<file path="config.mk">
export PLATFORM = sky130hd
export DESIGN_NAME = code128_symbol_encoder
export DESIGN_NICKNAME = d
export VERILOG_FILES = /design/src/rtl/c128_pkg.sv /design/src/rtl/code128_symbol_encoder.sv /design/src/rtl/c128_ctrl.sv /design/src/rtl/c128_dp.sv
export SDC_FILE = /design/constraint.sdc
export NUM_CORES = 2
export LEC_CHECK = 0
export ABC_CLOCK_PERIOD_IN_PS = 15300
export BUFFER_PORTS_ARGS = -buffer_cell sky130_fd_sc_hd__buf_2
export CORE_ASPECT_RATIO = 1.1
export CORE_MARGIN = 4
export CORE_UTILIZATION = 40
export CTS_CLUSTER_SIZE = 16
export DETAILED_ROUTE_END_ITERATION = 16
export REMOVE_ABC_BUFFERS = 1
export SYNTH_ARGS = -nofsm -noshare
export SYNTH_HDL_FRONTEND = slang
export SYNTH_SLANG_ARGS = --single-unit
</file>
<file path="constraint.sdc">
create_clock -name i_clk -period 15.3 [get_ports i_clk]
set_input_delay 0 -clock i_clk [delete_from_list [all_inputs] [get_ports i_clk]]
set_output_delay 0 -clock i_clk [all_outputs]
set_load 0.01 [all_outputs]
</file>
<file path="src/rtl/c128_pkg.sv">
`default_nettype none
package c128_pkg;

    localparam int SYM_DEPTH = 64;
    localparam int SAW       = 6;

    // Character codes of the input stream.
    localparam logic [7:0] CH_HASH  = 8'd35;
    localparam logic [7:0] CH_NUL   = 8'd128;
    localparam logic [7:0] CH_FNC1  = 8'd129;
    localparam logic [7:0] CH_FNC2  = 8'd130;
    localparam logic [7:0] CH_FNC3  = 8'd131;
    localparam logic [7:0] CH_LAST  = 8'd132;

    // Symbol values with a fixed meaning.
    localparam logic [6:0] SYM_FNC3    = 7'd96;
    localparam logic [6:0] SYM_FNC2    = 7'd97;
    localparam logic [6:0] SYM_CODE_C  = 7'd99;
    localparam logic [6:0] SYM_CODE_B  = 7'd100;
    localparam logic [6:0] SYM_CODE_A  = 7'd101;
    localparam logic [6:0] SYM_FNC1    = 7'd102;
    localparam logic [6:0] SYM_START_A = 7'd103;
    localparam logic [6:0] SYM_STOP    = 7'd106;
    localparam logic [6:0] SYM_ZONE    = 7'd127;
    localparam logic [6:0] SYM_NUL_A   = 7'd64;
    localparam logic [7:0] CHK_MOD     = 8'd103;
    localparam int         NUM_SYMS    = 107;

    localparam logic [1:0] LINK_AB = 2'd1;
    localparam logic [1:0] LINK_C  = 2'd2;

    // Bar and space widths of each symbol, five octal digits, first bar highest.
    localparam logic [14:0] WIDTH_CODE [NUM_SYMS] = '{
        15'o21222,15'o22212,15'o22222,15'o12122,15'o12132,15'o13122,15'o12221,15'o12231,
        15'o13221,15'o22121,15'o22131,15'o23121,15'o11223,15'o12213,15'o12223,15'o11322,
        15'o12312,15'o12322,15'o22321,15'o22113,15'o22123,15'o21321,15'o22311,15'o31213,
        15'o31122,15'o32112,15'o32122,15'o31221,15'o32211,15'o32221,15'o21212,15'o21232,
        15'o23212,15'o11132,15'o13112,15'o13132,15'o11231,15'o13211,15'o13231,15'o21131,
        15'o23111,15'o23131,15'o11213,15'o11233,15'o13213,15'o11312,15'o11332,15'o13312,
        15'o31312,15'o21133,15'o23113,15'o21311,15'o21331,15'o21313,15'o31112,15'o31132,
        15'o33112,15'o31211,15'o31231,15'o33211,15'o31411,15'o22141,15'o43111,15'o11122,
        15'o11142,15'o12112,15'o12142,15'o14112,15'o14122,15'o11221,15'o11241,15'o12211,
        15'o12241,15'o14211,15'o14221,15'o24121,15'o22111,15'o41311,15'o24111,15'o13411,
        15'o11124,15'o12114,15'o12124,15'o11421,15'o12411,15'o12421,15'o41121,15'o42111,
        15'o42121,15'o21214,15'o21412,15'o41212,15'o11114,15'o11134,15'o13114,15'o11411,
        15'o11431,15'o41111,15'o41131,15'o11314,15'o11413,15'o31114,15'o41113,15'o21141,
        15'o21121,15'o21123,15'o23311
    };

    typedef enum logic [1:0] {SET_A = 2'd0, SET_B = 2'd1, SET_C = 2'd2} t_set;

    typedef enum logic [2:0] {RD_NONE, RD_ZERO, RD_PTR, RD_DI, RD_DI1} t_rd_src;
    typedef enum logic [2:0] {P_HOLD, P_D0, P_DI, P_INC, P_REWIND} t_ptr_op;
    typedef enum logic [1:0] {R_HOLD, R_CLR, R_INC} t_run_op;
    typedef enum logic [2:0] {S_HOLD, S_A, S_B, S_C, S_PICK} t_set_op;
    typedef enum logic [3:0] {
        PU_NONE, PU_START, PU_PAIR, PU_FNC1, PU_SW_C, PU_C, PU_B, PU_A,
        PU_MAPA, PU_MAPB, PU_LINK, PU_CHECK, PU_STOP
    } t_push;
    typedef enum logic [1:0] {D_HOLD, D_CLR, D_INC, D_INC2} t_di_op;
    typedef enum logic [1:0] {CK_HOLD, CK_INIT, CK_STEP, CK_LAST} t_ck_op;
    typedef enum logic [2:0] {SI_HOLD, SI_TOP, SI_DEC, SI_INC, SI_CLR} t_si_op;
    typedef enum logic [1:0] {O_NONE, O_QUIET, O_SYM, O_TRAIL} t_out_op;

    typedef struct packed {
        logic    load;
        t_rd_src rd_src;
        t_ptr_op ptr_op;
        t_run_op run_op;
        t_set_op set_op;
        t_push   push;
        t_di_op  di_op;
        logic    cap_c0;
        logic    cap_c1;
        t_ck_op  ck_op;
        t_si_op  si_op;
        logic    sread;
        t_out_op out_op;
        logic    fin;
        logic    clr_msg;
    } t_cmd;

    typedef struct packed {
        logic ptr_lt_n;
        logic ptr_eq_n;
        logic di_lt_n;
        logic sc_lt_lim;
        logic rd_digit;
        logic rd_cont;
        logic run_ge4;
        logic run_eq2;
        logic run_sw;
        t_set set;
        logic c_pair;
        logic c_fnc1;
        logic c_lower;
        logic c_ctl;
        logic link_on;
        logic si_zero;
        logic si_lt_sc;
        logic out_free;
    } t_stat;

    typedef enum logic [4:0] {
        ST_LOAD, ST_RD0, ST_D0, ST_DS_REQ, ST_DS_CHK, ST_INIT_DEC, ST_PK_REQ, ST_PK_CHK,
        ST_START, ST_LOOP, ST_LA, ST_LB, ST_LC, ST_LD, ST_AB_DEC, ST_C_SW, ST_FIN,
        ST_CK_INIT, ST_CK_REQ, ST_CK_ACC, ST_CK_PUSH, ST_STOP, ST_EM_Q, ST_EM_REQ,
        ST_EM_LD, ST_EM_TR
    } t_state;

endpackage
`default_nettype wire

</file>
<file path="src/rtl/code128_symbol_encoder.sv">
`default_nettype none
// Channel     Direction  Handshake                  Payload
// s (chars)   in         i_s_tvalid / o_s_tready    i_s_tdata, i_s_tlast
// m (items)   out        o_m_tvalid / i_m_tready    o_m_tdata, o_m_tlast
// cfg         in         i_cfg_wen                  i_cfg_wdata (link mode)
//
// Characters are taken one per cycle while the block is collecting a message.
// Once the last character is in, encoding runs out of the character buffer,
// which has a single registered read port; the check character is then summed
// over the symbol buffer, and emission follows while the sink takes the results,
// each symbol being read from the symbol buffer before its result is loaded.
// Reset is synchronous and active low and leaves the block ready for a message.
// A stalled sink holds the result register; input is accepted again as soon as
// the trailer has been loaded into it.
module code128_symbol_encoder #(
    parameter int MAX_SYMBOLS = 60,
    parameter int MAX_CHARS   = 64
) (
    input  wire logic        i_clk,
    input  wire logic        i_rst_n,
    input  wire logic        i_s_tvalid,
    output logic             o_s_tready,
    input  wire logic [7:0]  i_s_tdata,   // [7:0] char_code
    input  wire logic        i_s_tlast,   // last_char
    output logic             o_m_tvalid,
    input  wire logic        i_m_tready,
    // [6:0] symbol_value, [10:7] width_0, [14:11] width_1, [17:15] width_2,
    // [20:18] width_3, [23:21] width_4, [26:24] width_5, [29:27] element_count,
    // [35:30] total_symbols, [36] truncated, [39:37] zero
    output logic [39:0]      o_m_tdata,
    output logic             o_m_tlast,   // last_item
    input  wire logic        i_cfg_wen,
    input  wire logic [1:0]  i_cfg_wdata  // link_mode
);
    import c128_pkg::*;

    // The controller sequences load, start-set choice, conversion, check and
    // emission; the datapath holds both buffers and all arithmetic.
    t_cmd  cmd;
    t_stat stat;

    c128_ctrl u_ctrl (
        .i_clk      (i_clk),
        .i_rst_n    (i_rst_n),
        .i_in_valid (i_s_tvalid),
        .i_in_last  (i_s_tlast),
        .o_in_ready (o_s_tready),
        .i_stat     (stat),
        .o_cmd      (cmd)
    );

    c128_dp #(
        .MAX_SYMBOLS (MAX_SYMBOLS),
        .MAX_CHARS   (MAX_CHARS)
    ) u_dp (
        .i_clk       (i_clk),
        .i_rst_n     (i_rst_n),
        .i_cmd       (cmd),
        .o_stat      (stat),
        .i_char      (i_s_tdata),
        .i_cfg_wen   (i_cfg_wen),
        .i_cfg_wdata (i_cfg_wdata),
        .o_m_tvalid  (o_m_tvalid),
        .i_m_tready  (i_m_tready),
        .o_m_tdata   (o_m_tdata),
        .o_m_tlast   (o_m_tlast)
    );
endmodule
`default_nettype wire

</file>
<file path="src/rtl/c128_ctrl.sv">
`default_nettype none
module c128_ctrl (
    input  wire logic           i_clk,
    input  wire logic           i_rst_n,
    input  wire logic           i_in_valid,
    input  wire logic           i_in_last,
    output logic                o_in_ready,
    input  wire c128_pkg::t_stat i_stat,
    output c128_pkg::t_cmd      o_cmd
);
    import c128_pkg::*;

    t_state r_state, n_state;
    // Context of a look-ahead scan: 0 while choosing the start set, 1 inside the data loop.
    logic   r_ret, n_ret;

    always_ff @(posedge i_clk) begin
        if (!i_rst_n) begin
            r_state <= ST_LOAD;
            r_ret   <= 1'b0;
        end else begin
            r_state <= n_state;
            r_ret   <= n_ret;
        end
    end

    always_comb begin
        n_state    = r_state;
        n_ret      = r_ret;
        o_cmd      = '0;
        o_in_ready = 1'b0;
        case (r_state)
            ST_LOAD: begin
                o_in_ready = 1'b1;
                if (i_in_valid) begin
                    o_cmd.load = 1'b1;
                    if (i_in_last) begin
                        n_state = ST_RD0;
                    end
                end
            end
            ST_RD0: begin
                o_cmd.rd_src = RD_ZERO;
                n_state      = ST_D0;
            end
            ST_D0: begin
                o_cmd.ptr_op = P_D0;
                o_cmd.run_op = R_CLR;
                n_ret        = 1'b0;
                n_state      = ST_DS_REQ;
            end
            ST_DS_REQ: begin
                if (i_stat.ptr_lt_n) begin
                    o_cmd.rd_src = RD_PTR;
                    n_state      = ST_DS_CHK;
                end else begin
                    n_state = r_ret ? ST_AB_DEC : ST_INIT_DEC;
                end
            end
            ST_DS_CHK: begin
                if (i_stat.rd_digit) begin
                    o_cmd.ptr_op = P_INC;
                    o_cmd.run_op = R_INC;
                    n_state      = ST_DS_REQ;
                end else begin
                    n_state = r_ret ? ST_AB_DEC : ST_INIT_DEC;
                end
            end
            ST_INIT_DEC: begin
                if (i_stat.run_ge4 || (i_stat.run_eq2 && i_stat.ptr_eq_n)) begin
                    o_cmd.set_op = S_C;
                    n_state      = ST_START;
                end else begin
                    o_cmd.ptr_op = P_REWIND;
                    n_state      = ST_PK_REQ;
                end
            end
            ST_PK_REQ: begin
                if (i_stat.ptr_lt_n) begin
                    o_cmd.rd_src = RD_PTR;
                    n_state      = ST_PK_CHK;
                end else begin
                    o_cmd.set_op = S_A;
                    n_state      = r_ret ? ST_C_SW : ST_START;
                end
            end
            ST_PK_CHK: begin
                if (i_stat.rd_cont) begin
                    o_cmd.ptr_op = P_INC;
                    n_state      = ST_PK_REQ;
                end else begin
                    o_cmd.set_op = S_PICK;
                    n_state      = r_ret ? ST_C_SW : ST_START;
                end
            end
            ST_START: begin
                o_cmd.push  = PU_START;
                o_cmd.di_op = D_CLR;
                n_state     = ST_LOOP;
            end
            ST_LOOP: begin
                n_state = (i_stat.di_lt_n && i_stat.sc_lt_lim) ? ST_LA : ST_FIN;
            end
            ST_LA: begin
                o_cmd.rd_src = RD_DI;
                n_state      = ST_LB;
            end
            ST_LB: begin
                o_cmd.cap_c0 = 1'b1;
                o_cmd.rd_src = RD_DI1;
                n_state      = ST_LC;
            end
            ST_LC: begin
                o_cmd.cap_c1 = 1'b1;
                n_state      = ST_LD;
            end
            ST_LD: begin
                n_ret = 1'b1;
                if (i_stat.set == SET_C) begin
                    if (i_stat.c_pair) begin
                        o_cmd.push  = PU_PAIR;
                        o_cmd.di_op = D_INC2;
                        n_state     = ST_LOOP;
                    end else if (i_stat.c_fnc1) begin
                        o_cmd.push  = PU_FNC1;
                        o_cmd.di_op = D_INC;
                        n_state     = ST_LOOP;
                    end else begin
                        o_cmd.ptr_op = P_DI;
                        n_state      = ST_PK_REQ;
                    end
                end else begin
                    o_cmd.ptr_op = P_DI;
                    o_cmd.run_op = R_CLR;
                    n_state      = ST_DS_REQ;
                end
            end
            ST_AB_DEC: begin
                n_state = ST_LOOP;
                if (i_stat.run_sw) begin
                    o_cmd.set_op = S_C;
                    o_cmd.push   = PU_C;
                end else if (i_stat.set == SET_A) begin
                    if (i_stat.c_lower) begin
                        o_cmd.set_op = S_B;
                        o_cmd.push   = PU_B;
                    end else begin
                        o_cmd.push  = PU_MAPA;
                        o_cmd.di_op = D_INC;
                    end
                end else begin
                    if (i_stat.c_ctl) begin
                        o_cmd.set_op = S_A;
                        o_cmd.push   = PU_A;
                    end else begin
                        o_cmd.push  = PU_MAPB;
                        o_cmd.di_op = D_INC;
                    end
                end
            end
            ST_C_SW: begin
                o_cmd.push = PU_SW_C;
                n_state    = ST_LOOP;
            end
            ST_FIN: begin
                o_cmd.fin = 1'b1;
                if (i_stat.link_on) begin
                    o_cmd.push = PU_LINK;
                end
                n_state = ST_CK_INIT;
            end
            ST_CK_INIT: begin
                o_cmd.ck_op = CK_INIT;
                o_cmd.si_op = SI_TOP;
                n_state     = ST_CK_REQ;
            end
            ST_CK_REQ: begin
                o_cmd.sread = 1'b1;
                n_state     = ST_CK_ACC;
            end
            ST_CK_ACC: begin
                if (!i_stat.si_zero) begin
                    o_cmd.ck_op = CK_STEP;
                    o_cmd.si_op = SI_DEC;
                    n_state     = ST_CK_REQ;
                end else begin
                    o_cmd.ck_op = CK_LAST;
                    n_state     = ST_CK_PUSH;
                end
            end
            ST_CK_PUSH: begin
                o_cmd.push = PU_CHECK;
                n_state    = ST_STOP;
            end
            ST_STOP: begin
                o_cmd.push  = PU_STOP;
                o_cmd.si_op = SI_CLR;
                n_state     = ST_EM_Q;
            end
            ST_EM_Q: begin
                if (i_stat.out_free) begin
                    o_cmd.out_op = O_QUIET;
                    n_state      = ST_EM_REQ;
                end
            end
            ST_EM_REQ: begin
                if (i_stat.si_lt_sc) begin
                    o_cmd.sread = 1'b1;
                    n_state     = ST_EM_LD;
                end else begin
                    n_state = ST_EM_TR;
                end
            end
            ST_EM_LD: begin
                if (i_stat.out_free) begin
                    o_cmd.out_op = O_SYM;
                    o_cmd.si_op  = SI_INC;
                    n_state      = ST_EM_REQ;
                end
            end
            ST_EM_TR: begin
                if (i_stat.out_free) begin
                    o_cmd.out_op  = O_TRAIL;
                    o_cmd.clr_msg = 1'b1;
                    n_state       = ST_LOAD;
                end
            end
            default: begin
                n_state = ST_LOAD;
            end
        endcase
    end
endmodule
`default_nettype wire

</file>
<file path="src/rtl/c128_dp.sv">
`default_nettype none
module c128_dp #(
    parameter int MAX_SYMBOLS = 60,
    parameter int MAX_CHARS   = 64
) (
    input  wire logic            i_clk,
    input  wire logic            i_rst_n,
    input  wire c128_pkg::t_cmd  i_cmd,
    output c128_pkg::t_stat      o_stat,
    input  wire logic [7:0]      i_char,
    input  wire logic            i_cfg_wen,
    input  wire logic [1:0]      i_cfg_wdata,
    output logic                 o_m_tvalid,
    input  wire logic            i_m_tready,
    output logic [39:0]          o_m_tdata,
    output logic                 o_m_tlast
);
    import c128_pkg::*;

    localparam int CNW = $clog2(MAX_CHARS + 1);
    localparam int CAW = $clog2(MAX_CHARS);

    logic [7:0]     r_cmem [MAX_CHARS];
    logic [6:0]     r_smem [SYM_DEPTH];

    logic [CNW-1:0] r_n, r_ptr, r_di, r_run;
    logic           r_ovf;
    logic [7:0]     r_rd, r_c0, r_c1;
    t_set           r_set;
    logic [SAW-1:0] r_sc, r_si;
    logic [6:0]     r_sd, r_t, r_acc;
    logic [1:0]     r_link;

    logic           r_ovalid;
    logic [6:0]     r_osv;
    logic [3:0]     r_ow0, r_ow1;
    logic [2:0]     r_ow2, r_ow3, r_ow4, r_ow5, r_oec;
    logic [5:0]     r_ots;
    logic           r_otr, r_olast;

    // Character intake and buffer ports.
    logic [7:0]     cin;
    logic           cvalid, cfull, wr_en, rd_ok;
    logic [CNW:0]   raddr;

    assign cin    = (i_char == CH_HASH) ? CH_FNC1 : i_char;
    assign cvalid = (cin != 8'd0) && (cin <= CH_LAST);
    assign cfull  = (r_n >= CNW'(MAX_CHARS));
    assign wr_en  = i_cmd.load && cvalid && !cfull;

    always_comb begin
        case (i_cmd.rd_src)
            RD_ZERO: raddr = '0;
            RD_PTR:  raddr = {1'b0, r_ptr};
            RD_DI:   raddr = {1'b0, r_di};
            RD_DI1:  raddr = {1'b0, r_di} + (CNW+1)'(1);
            default: raddr = '0;
        endcase
    end
    assign rd_ok = (i_cmd.rd_src != RD_NONE) && (raddr < (CNW+1)'(MAX_CHARS));

    always_ff @(posedge i_clk) begin
        if (wr_en) begin
            r_cmem[r_n[CAW-1:0]] <= cin;
        end
        if (rd_ok) begin
            r_rd <= r_cmem[raddr[CAW-1:0]];
        end
    end

    // Classification of characters.
    logic rd_digit, c0_digit, c1_digit, di1_lt_n;
    assign rd_digit = r_rd inside {[8'd48:8'd57]};
    assign c0_digit = r_c0 inside {[8'd48:8'd57]};
    assign c1_digit = r_c1 inside {[8'd48:8'd57]};
    assign di1_lt_n = ({1'b0, r_di} + (CNW+1)'(1)) < {1'b0, r_n};

    // Symbol values for sets A and B, set C pairs and the link character.
    logic [6:0] fnc_a, fnc_b, map_a, map_b, pair, link_v, push_v;
    always_comb begin
        case (r_c0)
            CH_FNC1: begin fnc_a = SYM_FNC1; fnc_b = SYM_FNC1; end
            CH_FNC2: begin fnc_a = SYM_FNC2; fnc_b = SYM_FNC2; end
            CH_FNC3: begin fnc_a = SYM_FNC3; fnc_b = SYM_FNC3; end
            default: begin fnc_a = SYM_CODE_A; fnc_b = SYM_CODE_B; end
        endcase
        if (r_c0 < 8'd32)       map_a = r_c0[6:0] + 7'd64;
        else if (r_c0 < 8'd96)  map_a = r_c0[6:0] - 7'd32;
        else if (r_c0 == CH_NUL) map_a = SYM_NUL_A;
        else                    map_a = fnc_a;
        map_b = (r_c0 < 8'd128) ? (r_c0[6:0] - 7'd32) : fnc_b;
        pair  = {r_c0[3:0], 3'b000} + {2'b00, r_c0[3:0], 1'b0} + {3'b000, r_c1[3:0]};
        case (r_set)
            SET_A:   link_v = (r_link == LINK_AB) ? SYM_CODE_B : SYM_CODE_C;
            SET_B:   link_v = (r_link == LINK_AB) ? SYM_CODE_C : SYM_CODE_A;
            default: link_v = (r_link == LINK_AB) ? SYM_CODE_A : SYM_CODE_B;
        endcase
    end

    // Modulo-103 arithmetic of the check character, done last index first:
    // a running suffix sum added once per position gives the weighted sum.
    logic [6:0] vr, tn, an, a0;
    logic [7:0] t1, a1, a2;
    assign vr = ({1'b0, r_sd} >= CHK_MOD) ? (r_sd - CHK_MOD[6:0]) : r_sd;
    assign t1 = {1'b0, r_t} + {1'b0, vr};
    assign tn = (t1 >= CHK_MOD) ? 7'(t1 - CHK_MOD) : t1[6:0];
    assign a1 = {1'b0, r_acc} + {1'b0, tn};
    assign an = (a1 >= CHK_MOD) ? 7'(a1 - CHK_MOD) : a1[6:0];
    assign a2 = {1'b0, r_acc} + {1'b0, vr};
    assign a0 = (a2 >= CHK_MOD) ? 7'(a2 - CHK_MOD) : a2[6:0];

    always_comb begin
        case (i_cmd.push)
            PU_START: push_v = SYM_START_A + {5'd0, r_set};
            PU_PAIR:  push_v = pair;
            PU_FNC1:  push_v = SYM_FNC1;
            PU_SW_C:  push_v = (r_set == SET_A) ? SYM_CODE_A : SYM_CODE_B;
            PU_C:     push_v = SYM_CODE_C;
            PU_B:     push_v = SYM_CODE_B;
            PU_A:     push_v = SYM_CODE_A;
            PU_MAPA:  push_v = map_a;
            PU_MAPB:  push_v = map_b;
            PU_LINK:  push_v = link_v;
            PU_CHECK: push_v = r_acc;
            PU_STOP:  push_v = SYM_STOP;
            default:  push_v = SYM_STOP;
        endcase
    end

    always_ff @(posedge i_clk) begin
        if (i_cmd.push != PU_NONE) begin
            r_smem[(i_cmd.push == PU_START) ? '0 : r_sc] <= push_v;
        end
        if (i_cmd.sread) begin
            r_sd <= r_smem[r_si];
        end
    end

    // Control registers.
    always_ff @(posedge i_clk) begin
        if (!i_rst_n) begin
            r_n      <= '0;
            r_ovf    <= 1'b0;
            r_set    <= SET_A;
            r_sc     <= '0;
            r_link   <= '0;
            r_ovalid <= 1'b0;
        end else begin
            if (i_cfg_wen) begin
                r_link <= i_cfg_wdata;
            end
            if (i_cmd.clr_msg) begin
                r_n   <= '0;
                r_ovf <= 1'b0;
            end else if (i_cmd.load && cvalid) begin
                if (cfull) r_ovf <= 1'b1;
                else       r_n   <= r_n + CNW'(1);
            end else if (i_cmd.fin && (r_di < r_n)) begin
                r_ovf <= 1'b1;
            end
            case (i_cmd.set_op)
                S_A:     r_set <= SET_A;
                S_B:     r_set <= SET_B;
                S_C:     r_set <= SET_C;
                S_PICK:  r_set <= ((r_rd < 8'd32) || (r_rd == CH_NUL)) ? SET_A : SET_B;
                default: r_set <= r_set;
            endcase
            if (i_cmd.push == PU_START)    r_sc <= SAW'(1);
            else if (i_cmd.push != PU_NONE) r_sc <= r_sc + SAW'(1);
            if (i_cmd.out_op != O_NONE) r_ovalid <= 1'b1;
            else if (i_m_tready)        r_ovalid <= 1'b0;
        end
    end

    // Scan, position and check registers.
    always_ff @(posedge i_clk) begin
        case (i_cmd.ptr_op)
            P_D0:     r_ptr <= ((r_n != '0) && (r_rd == CH_FNC1)) ? CNW'(1) : '0;
            P_DI:     r_ptr <= r_di;
            P_INC:    r_ptr <= r_ptr + CNW'(1);
            P_REWIND: r_ptr <= r_ptr - r_run;
            default:  r_ptr <= r_ptr;
        endcase
        case (i_cmd.run_op)
            R_CLR:   r_run <= '0;
            R_INC:   r_run <= r_run + CNW'(1);
            default: r_run <= r_run;
        endcase
        case (i_cmd.di_op)
            D_CLR:   r_di <= '0;
            D_INC:   r_di <= r_di + CNW'(1);
            D_INC2:  r_di <= r_di + CNW'(2);
            default: r_di <= r_di;
        endcase
        if (i_cmd.cap_c0) r_c0 <= r_rd;
        if (i_cmd.cap_c1) r_c1 <= di1_lt_n ? r_rd : 8'd0;
        case (i_cmd.ck_op)
            CK_INIT: begin
                r_t   <= '0;
                r_acc <= '0;
            end
            CK_STEP: begin
                r_t   <= tn;
                r_acc <= an;
            end
            CK_LAST: r_acc <= a0;
            default: r_acc <= r_acc;
        endcase
        case (i_cmd.si_op)
            SI_TOP:  r_si <= r_sc - SAW'(1);
            SI_DEC:  r_si <= r_si - SAW'(1);
            SI_INC:  r_si <= r_si + SAW'(1);
            SI_CLR:  r_si <= '0;
            default: r_si <= r_si;
        endcase
    end

    // Widths of the symbol being emitted.
    logic [14:0] wc;
    logic [5:0]  wsum;
    assign wc   = WIDTH_CODE[(r_sd < 7'(NUM_SYMS)) ? r_sd : SYM_STOP];
    assign wsum = 6'(wc[14:12]) + 6'(wc[11:9]) + 6'(wc[8:6]) + 6'(wc[5:3]) + 6'(wc[2:0]);

    always_ff @(posedge i_clk) begin
        if (i_cmd.out_op != O_NONE) begin
            r_ots <= r_sc;
            r_otr <= r_ovf;
            case (i_cmd.out_op)
                O_SYM: begin
                    r_osv   <= r_sd;
                    r_ow0   <= {1'b0, wc[14:12]};
                    r_ow1   <= {1'b0, wc[11:9]};
                    r_ow2   <= wc[8:6];
                    r_ow3   <= wc[5:3];
                    r_ow4   <= wc[2:0];
                    r_ow5   <= (wsum <= 6'd11) ? 3'(6'd11 - wsum) : 3'd0;
                    r_oec   <= 3'd6;
                    r_olast <= 1'b0;
                end
                O_TRAIL: begin
                    r_osv   <= SYM_ZONE;
                    r_ow0   <= 4'd2;
                    r_ow1   <= 4'd10;
                    r_ow2   <= '0;
                    r_ow3   <= '0;
                    r_ow4   <= '0;
                    r_ow5   <= '0;
                    r_oec   <= 3'd2;
                    r_olast <= 1'b1;
                end
                default: begin
                    r_osv   <= SYM_ZONE;
                    r_ow0   <= 4'd10;
                    r_ow1   <= '0;
                    r_ow2   <= '0;
                    r_ow3   <= '0;
                    r_ow4   <= '0;
                    r_ow5   <= '0;
                    r_oec   <= 3'd1;
                    r_olast <= 1'b0;
                end
            endcase
        end
    end

    assign o_m_tvalid = r_ovalid;
    assign o_m_tlast  = r_olast;
    assign o_m_tdata  = {3'b000, r_otr, r_ots, r_oec, r_ow5, r_ow4, r_ow3, r_ow2,
                         r_ow1, r_ow0, r_osv};

    assign o_stat.ptr_lt_n  = r_ptr < r_n;
    assign o_stat.ptr_eq_n  = r_ptr == r_n;
    assign o_stat.di_lt_n   = r_di < r_n;
    assign o_stat.sc_lt_lim = r_sc < SAW'(MAX_SYMBOLS - 2);
    assign o_stat.rd_digit  = rd_digit;
    assign o_stat.rd_cont   = (r_rd >= 8'd32) && ((r_rd <= 8'd95) || (r_rd >= CH_FNC1));
    assign o_stat.run_ge4   = r_run >= CNW'(4);
    assign o_stat.run_eq2   = r_run == CNW'(2);
    assign o_stat.run_sw    = (r_run >= CNW'(4)) && !r_run[0];
    assign o_stat.set       = r_set;
    assign o_stat.c_pair    = c0_digit && c1_digit && di1_lt_n;
    assign o_stat.c_fnc1    = r_c0 == CH_FNC1;
    assign o_stat.c_lower   = (r_c0 > 8'd95) && (r_c0 < 8'd128);
    assign o_stat.c_ctl     = (r_c0 < 8'd32) || (r_c0 == CH_NUL);
    assign o_stat.link_on   = (r_link == LINK_AB) || (r_link == LINK_C);
    assign o_stat.si_zero   = r_si == '0;
    assign o_stat.si_lt_sc  = r_si < r_sc;
    assign o_stat.out_free  = !r_ovalid || i_m_tready;
endmodule
`default_nettype wire

</file>
==> results.md <==
- Slowest CP cell: fa_1
- HPWL after detailed placement: 78.5 mm
- I/O pin count: 59
- Dominant synthesized flop cell: edfxtp_1
- Sequential area share after synthesis: 65.7%
- Max Fclk: 145 MHz
- Seq pwr share: 53.0%
- Worst Path Buf+Inv: 4
- Drt drc: 0
- Reg2reg start: u_dp.r_sd[5]
- PD cells: 114 nW/um2
- TritonCTS clock tree: yes
- Fin cells: 5421
- First-pass GRT wire length: 191 mm
- Fraction of final layout cells with drive strength greater than 1: 12.4%
- Fin Setup TNS: 0 ps
- Row count: 135
- Worst Tran Pin Value: 1260 ps
- Cell depth of the worst flop-to-flop path: 26
- Clock power share: 42.2%
- Hold Crit Class: input pin to register
- Reg2Reg Setup Slack: 8400 ps
- Max_cap viols: 0
- Initial antenna violation count: 0
- Largest net degree at the start of global routing: 156
- Mapped Area: 49600 um2
- Combinational Power Share: 4.8%
- GRT Total Usage: 19.3%
- Top cells by count, synth: edfxtp_1 (1068), nand2_1 (538), nor2_1 (261)
- Pins Over Slew Limit: 0
- Final WL: 126 mm
- Final hold vios: 0
- Pre-CTS setup slack: 8450 ps
- Post-synth EDFFs: 1068
- CP startpoint kind: register
- Min Tclk post-route: 6900 ps
- Yosys warning total: 0
- Net Sw Power: 0.00139 W
- Final setup viols: 0
- Origin of the worst setup path: u_dp.r_sd[5]
- Routed len/inst: 23.3 um
- Antenna Nets Post-Route: 0
- Async SR Flop Fraction: 0%
- Layout Skew: 65.8 ps
- Grt total ovfl: 0
- CTS root buffer: clkbuf_16
- Leading area contributor after synthesis: edfxtp_1
- RSZ-0062 raised after global routing: false
- Worst path depth: 26
- Worst-path clk slew: 70 ps
- TritonCTS buffer count: 110
- Crit Path Class: register to register
- Initial Util: 40.3%
- P_int: 0.00489 W
- Tcrit/Tclk final: 45.1%
- R2r endpoint: u_dp.r_acc[1]
- Clk buf depth: 3
- Synthesis-to-finish area growth: 11.5%
- CP max FO: 42
- Avg Inst Size Synth: 13.5 um2
- CTS sink cnt: 1093
- Drt first pass iters: 5
- Die height: 377 um
- Switching part of the total: 22.1%
- Max IR drop VDD: 0.000105 V
- Most common cell in the netlist: edfxtp_1
- Placed cells: 5195
- Crit. End Element: register
- Number of synthesized register bits: 1093
- Die Width: 344 um
- Multi-input gate area: 15900 um2
- Vias per cell: 5.67
- Synth top area cells: edfxtp_1 (65%), mux4_2 (6.8%), nand2_1 (4.1%)
- CP arrival: 7350 ps
- DIE AREA: 130000 um2
- Crit-path max cell delay: 480 ps
- Cells after Synth: 3662
- Storage element area: 32600 um2
- I/O Buffers: 55
- WP data required: 15750 ps
- Post-CTS Setup Bufs: 0
- Fin nets: 3825
- Clock Latency Late Sink: 740 ps
- Slew margin rel.: 16.1%
- 1st-iter DRT viols: 2838
- Critical Path Sink: u_dp.r_acc[1]
- Leak: 18.3 nW
- Final WS setup: 8400 ps
- Status: completed
- Post-synthesis cell type count: 89
- RD Place Congestion: 0.858
- CP top delay family: compound AO/OA/AOI/OAI gates
- Number of H-tree levels: 3
- Core area: 123000 um2
- ANT cells: 0
- Vias in the first global route: 30.0k
- PostCTS Resize Cnt: 0
- Fill count: 10.9k
- Hold_buf cts: 20
- Routed vias: 30.7k
- Synth top area share: 64.7%
[per-layer routing]
layer	track usage, %	routed length (um)
met2	31.4	60600
met5	0	0
met4	6.69	4050
met3	2.76	8250
met1	26.5	53300
[logic make-up (layout without fill, tap and decap cells)]
family,after synthesis,after routing,synth area share (%)
and+or+nand+nor,1257,1257,11.5
DFF,1093,1093,65.7
AOI/OAI and AO/OA,632,632,8.46
buffers and inverters,312,425,2.54
muxes,170,170,7.21
adders and majority gates,126,126,3.39
xor gates and xnor gates,71,71,1.25
other,1,3,0.00756
[how the worst min path moves through the flow]
stage / start / endpoint / slack [ps] / depth (start not counted)
6_report: i_s_tdata[1] / u_dp.r_cmem[21][1] / 150 / 3
5_1_grt: i_s_tdata[1] / u_dp.r_cmem[17][1] / 160 / 3
4_1_cts: i_s_tdata[1] / u_dp.r_cmem[51][1] / 110 / 3
3_5_place_dp: i_cfg_wdata[0] / u_dp.r_link[0] / 270 / 3
3_3_place_gp: i_cfg_wdata[0] / u_dp.r_link[0] / 270 / 3
2_1_floorplan: i_s_tdata[0] / u_dp.r_cmem[0][0] / 100 / 0
[power by group through the flow]
| stage | logic (W) | registers (W) | clock network (W) |
|---|---|---|---|
| global route | 0.000329 | 0.00333 | 0.00283 |
| CTS | 0.000298 | 0.00333 | 0.00271 |
| finish | 0.000301 | 0.00333 | 0.00265 |
| detailed placement | 0.000291 | 0.00339 | 0 |
| floorplan | 0.000167 | 0.00339 | 0 |
| global placement | 0.000289 | 0.00339 | 0 |
[placed cells by master (no fill, tap or decap), types with 87 or more instances in the layout]
cell type  count
edfxtp_1    1068
ha_1         112
inv_1         87
a21oi_1      158
clkbuf_16    113
nand3_1      210
mux4_2       149
nand2_1      537
nor2_1       259
o21ai_0       92
[final cells by class]
type                       count  area share, %
timing repair buffer         126           1.60
clock inverter                61           1.09
inverter                      93          0.631
sequential                  1093           58.9
multi-input combinational   2259           28.7
tap                         1644           3.72
clock buffer                 145           5.35
[worst register-to-register path, stage by stage (launching register included)]
cell and delay [ps]:
edfxtp_1 330, buf_4 380, nand2_1 420, a31oi_1 370, xnor2_1 220, ha_1 230, inv_1 60, fa_1 420
xnor2_1 280, nand2_1 120, a21o_1 190, a221oi_1 390, a31oi_1 280, xnor2_1 270, ha_1 210, inv_1 60
fa_1 480, inv_1 70, ha_1 230, a22o_1 240, a211oi_1 290, o21ai_0 130, and3_1 180, and3b_1 210
nor2_1 270, mux2i_1 220, o22ai_1 90
[metrics by stage]
stage               utilization, %  power, W  area (um2)  hold WS, ps
floorplan                        -   0.00356       48700         98.9
global placement              41.8   0.00368       51500          270
finish                        44.9   0.00628       55300          150
global route                  44.9   0.00649       55300          161
CTS                           44.9   0.00633       55300          112
detailed placement            41.8   0.00368       51500          268
[registers in the layout, indices dropped and copies added (netlist names), 8 cells and up]
signal       cells
u_dp.r_c1        8
u_dp.r_smem    448
u_dp.r_cmem    512
u_dp.r_rd        8
u_dp.r_c0        8
(Power assumes the default switching activity.)
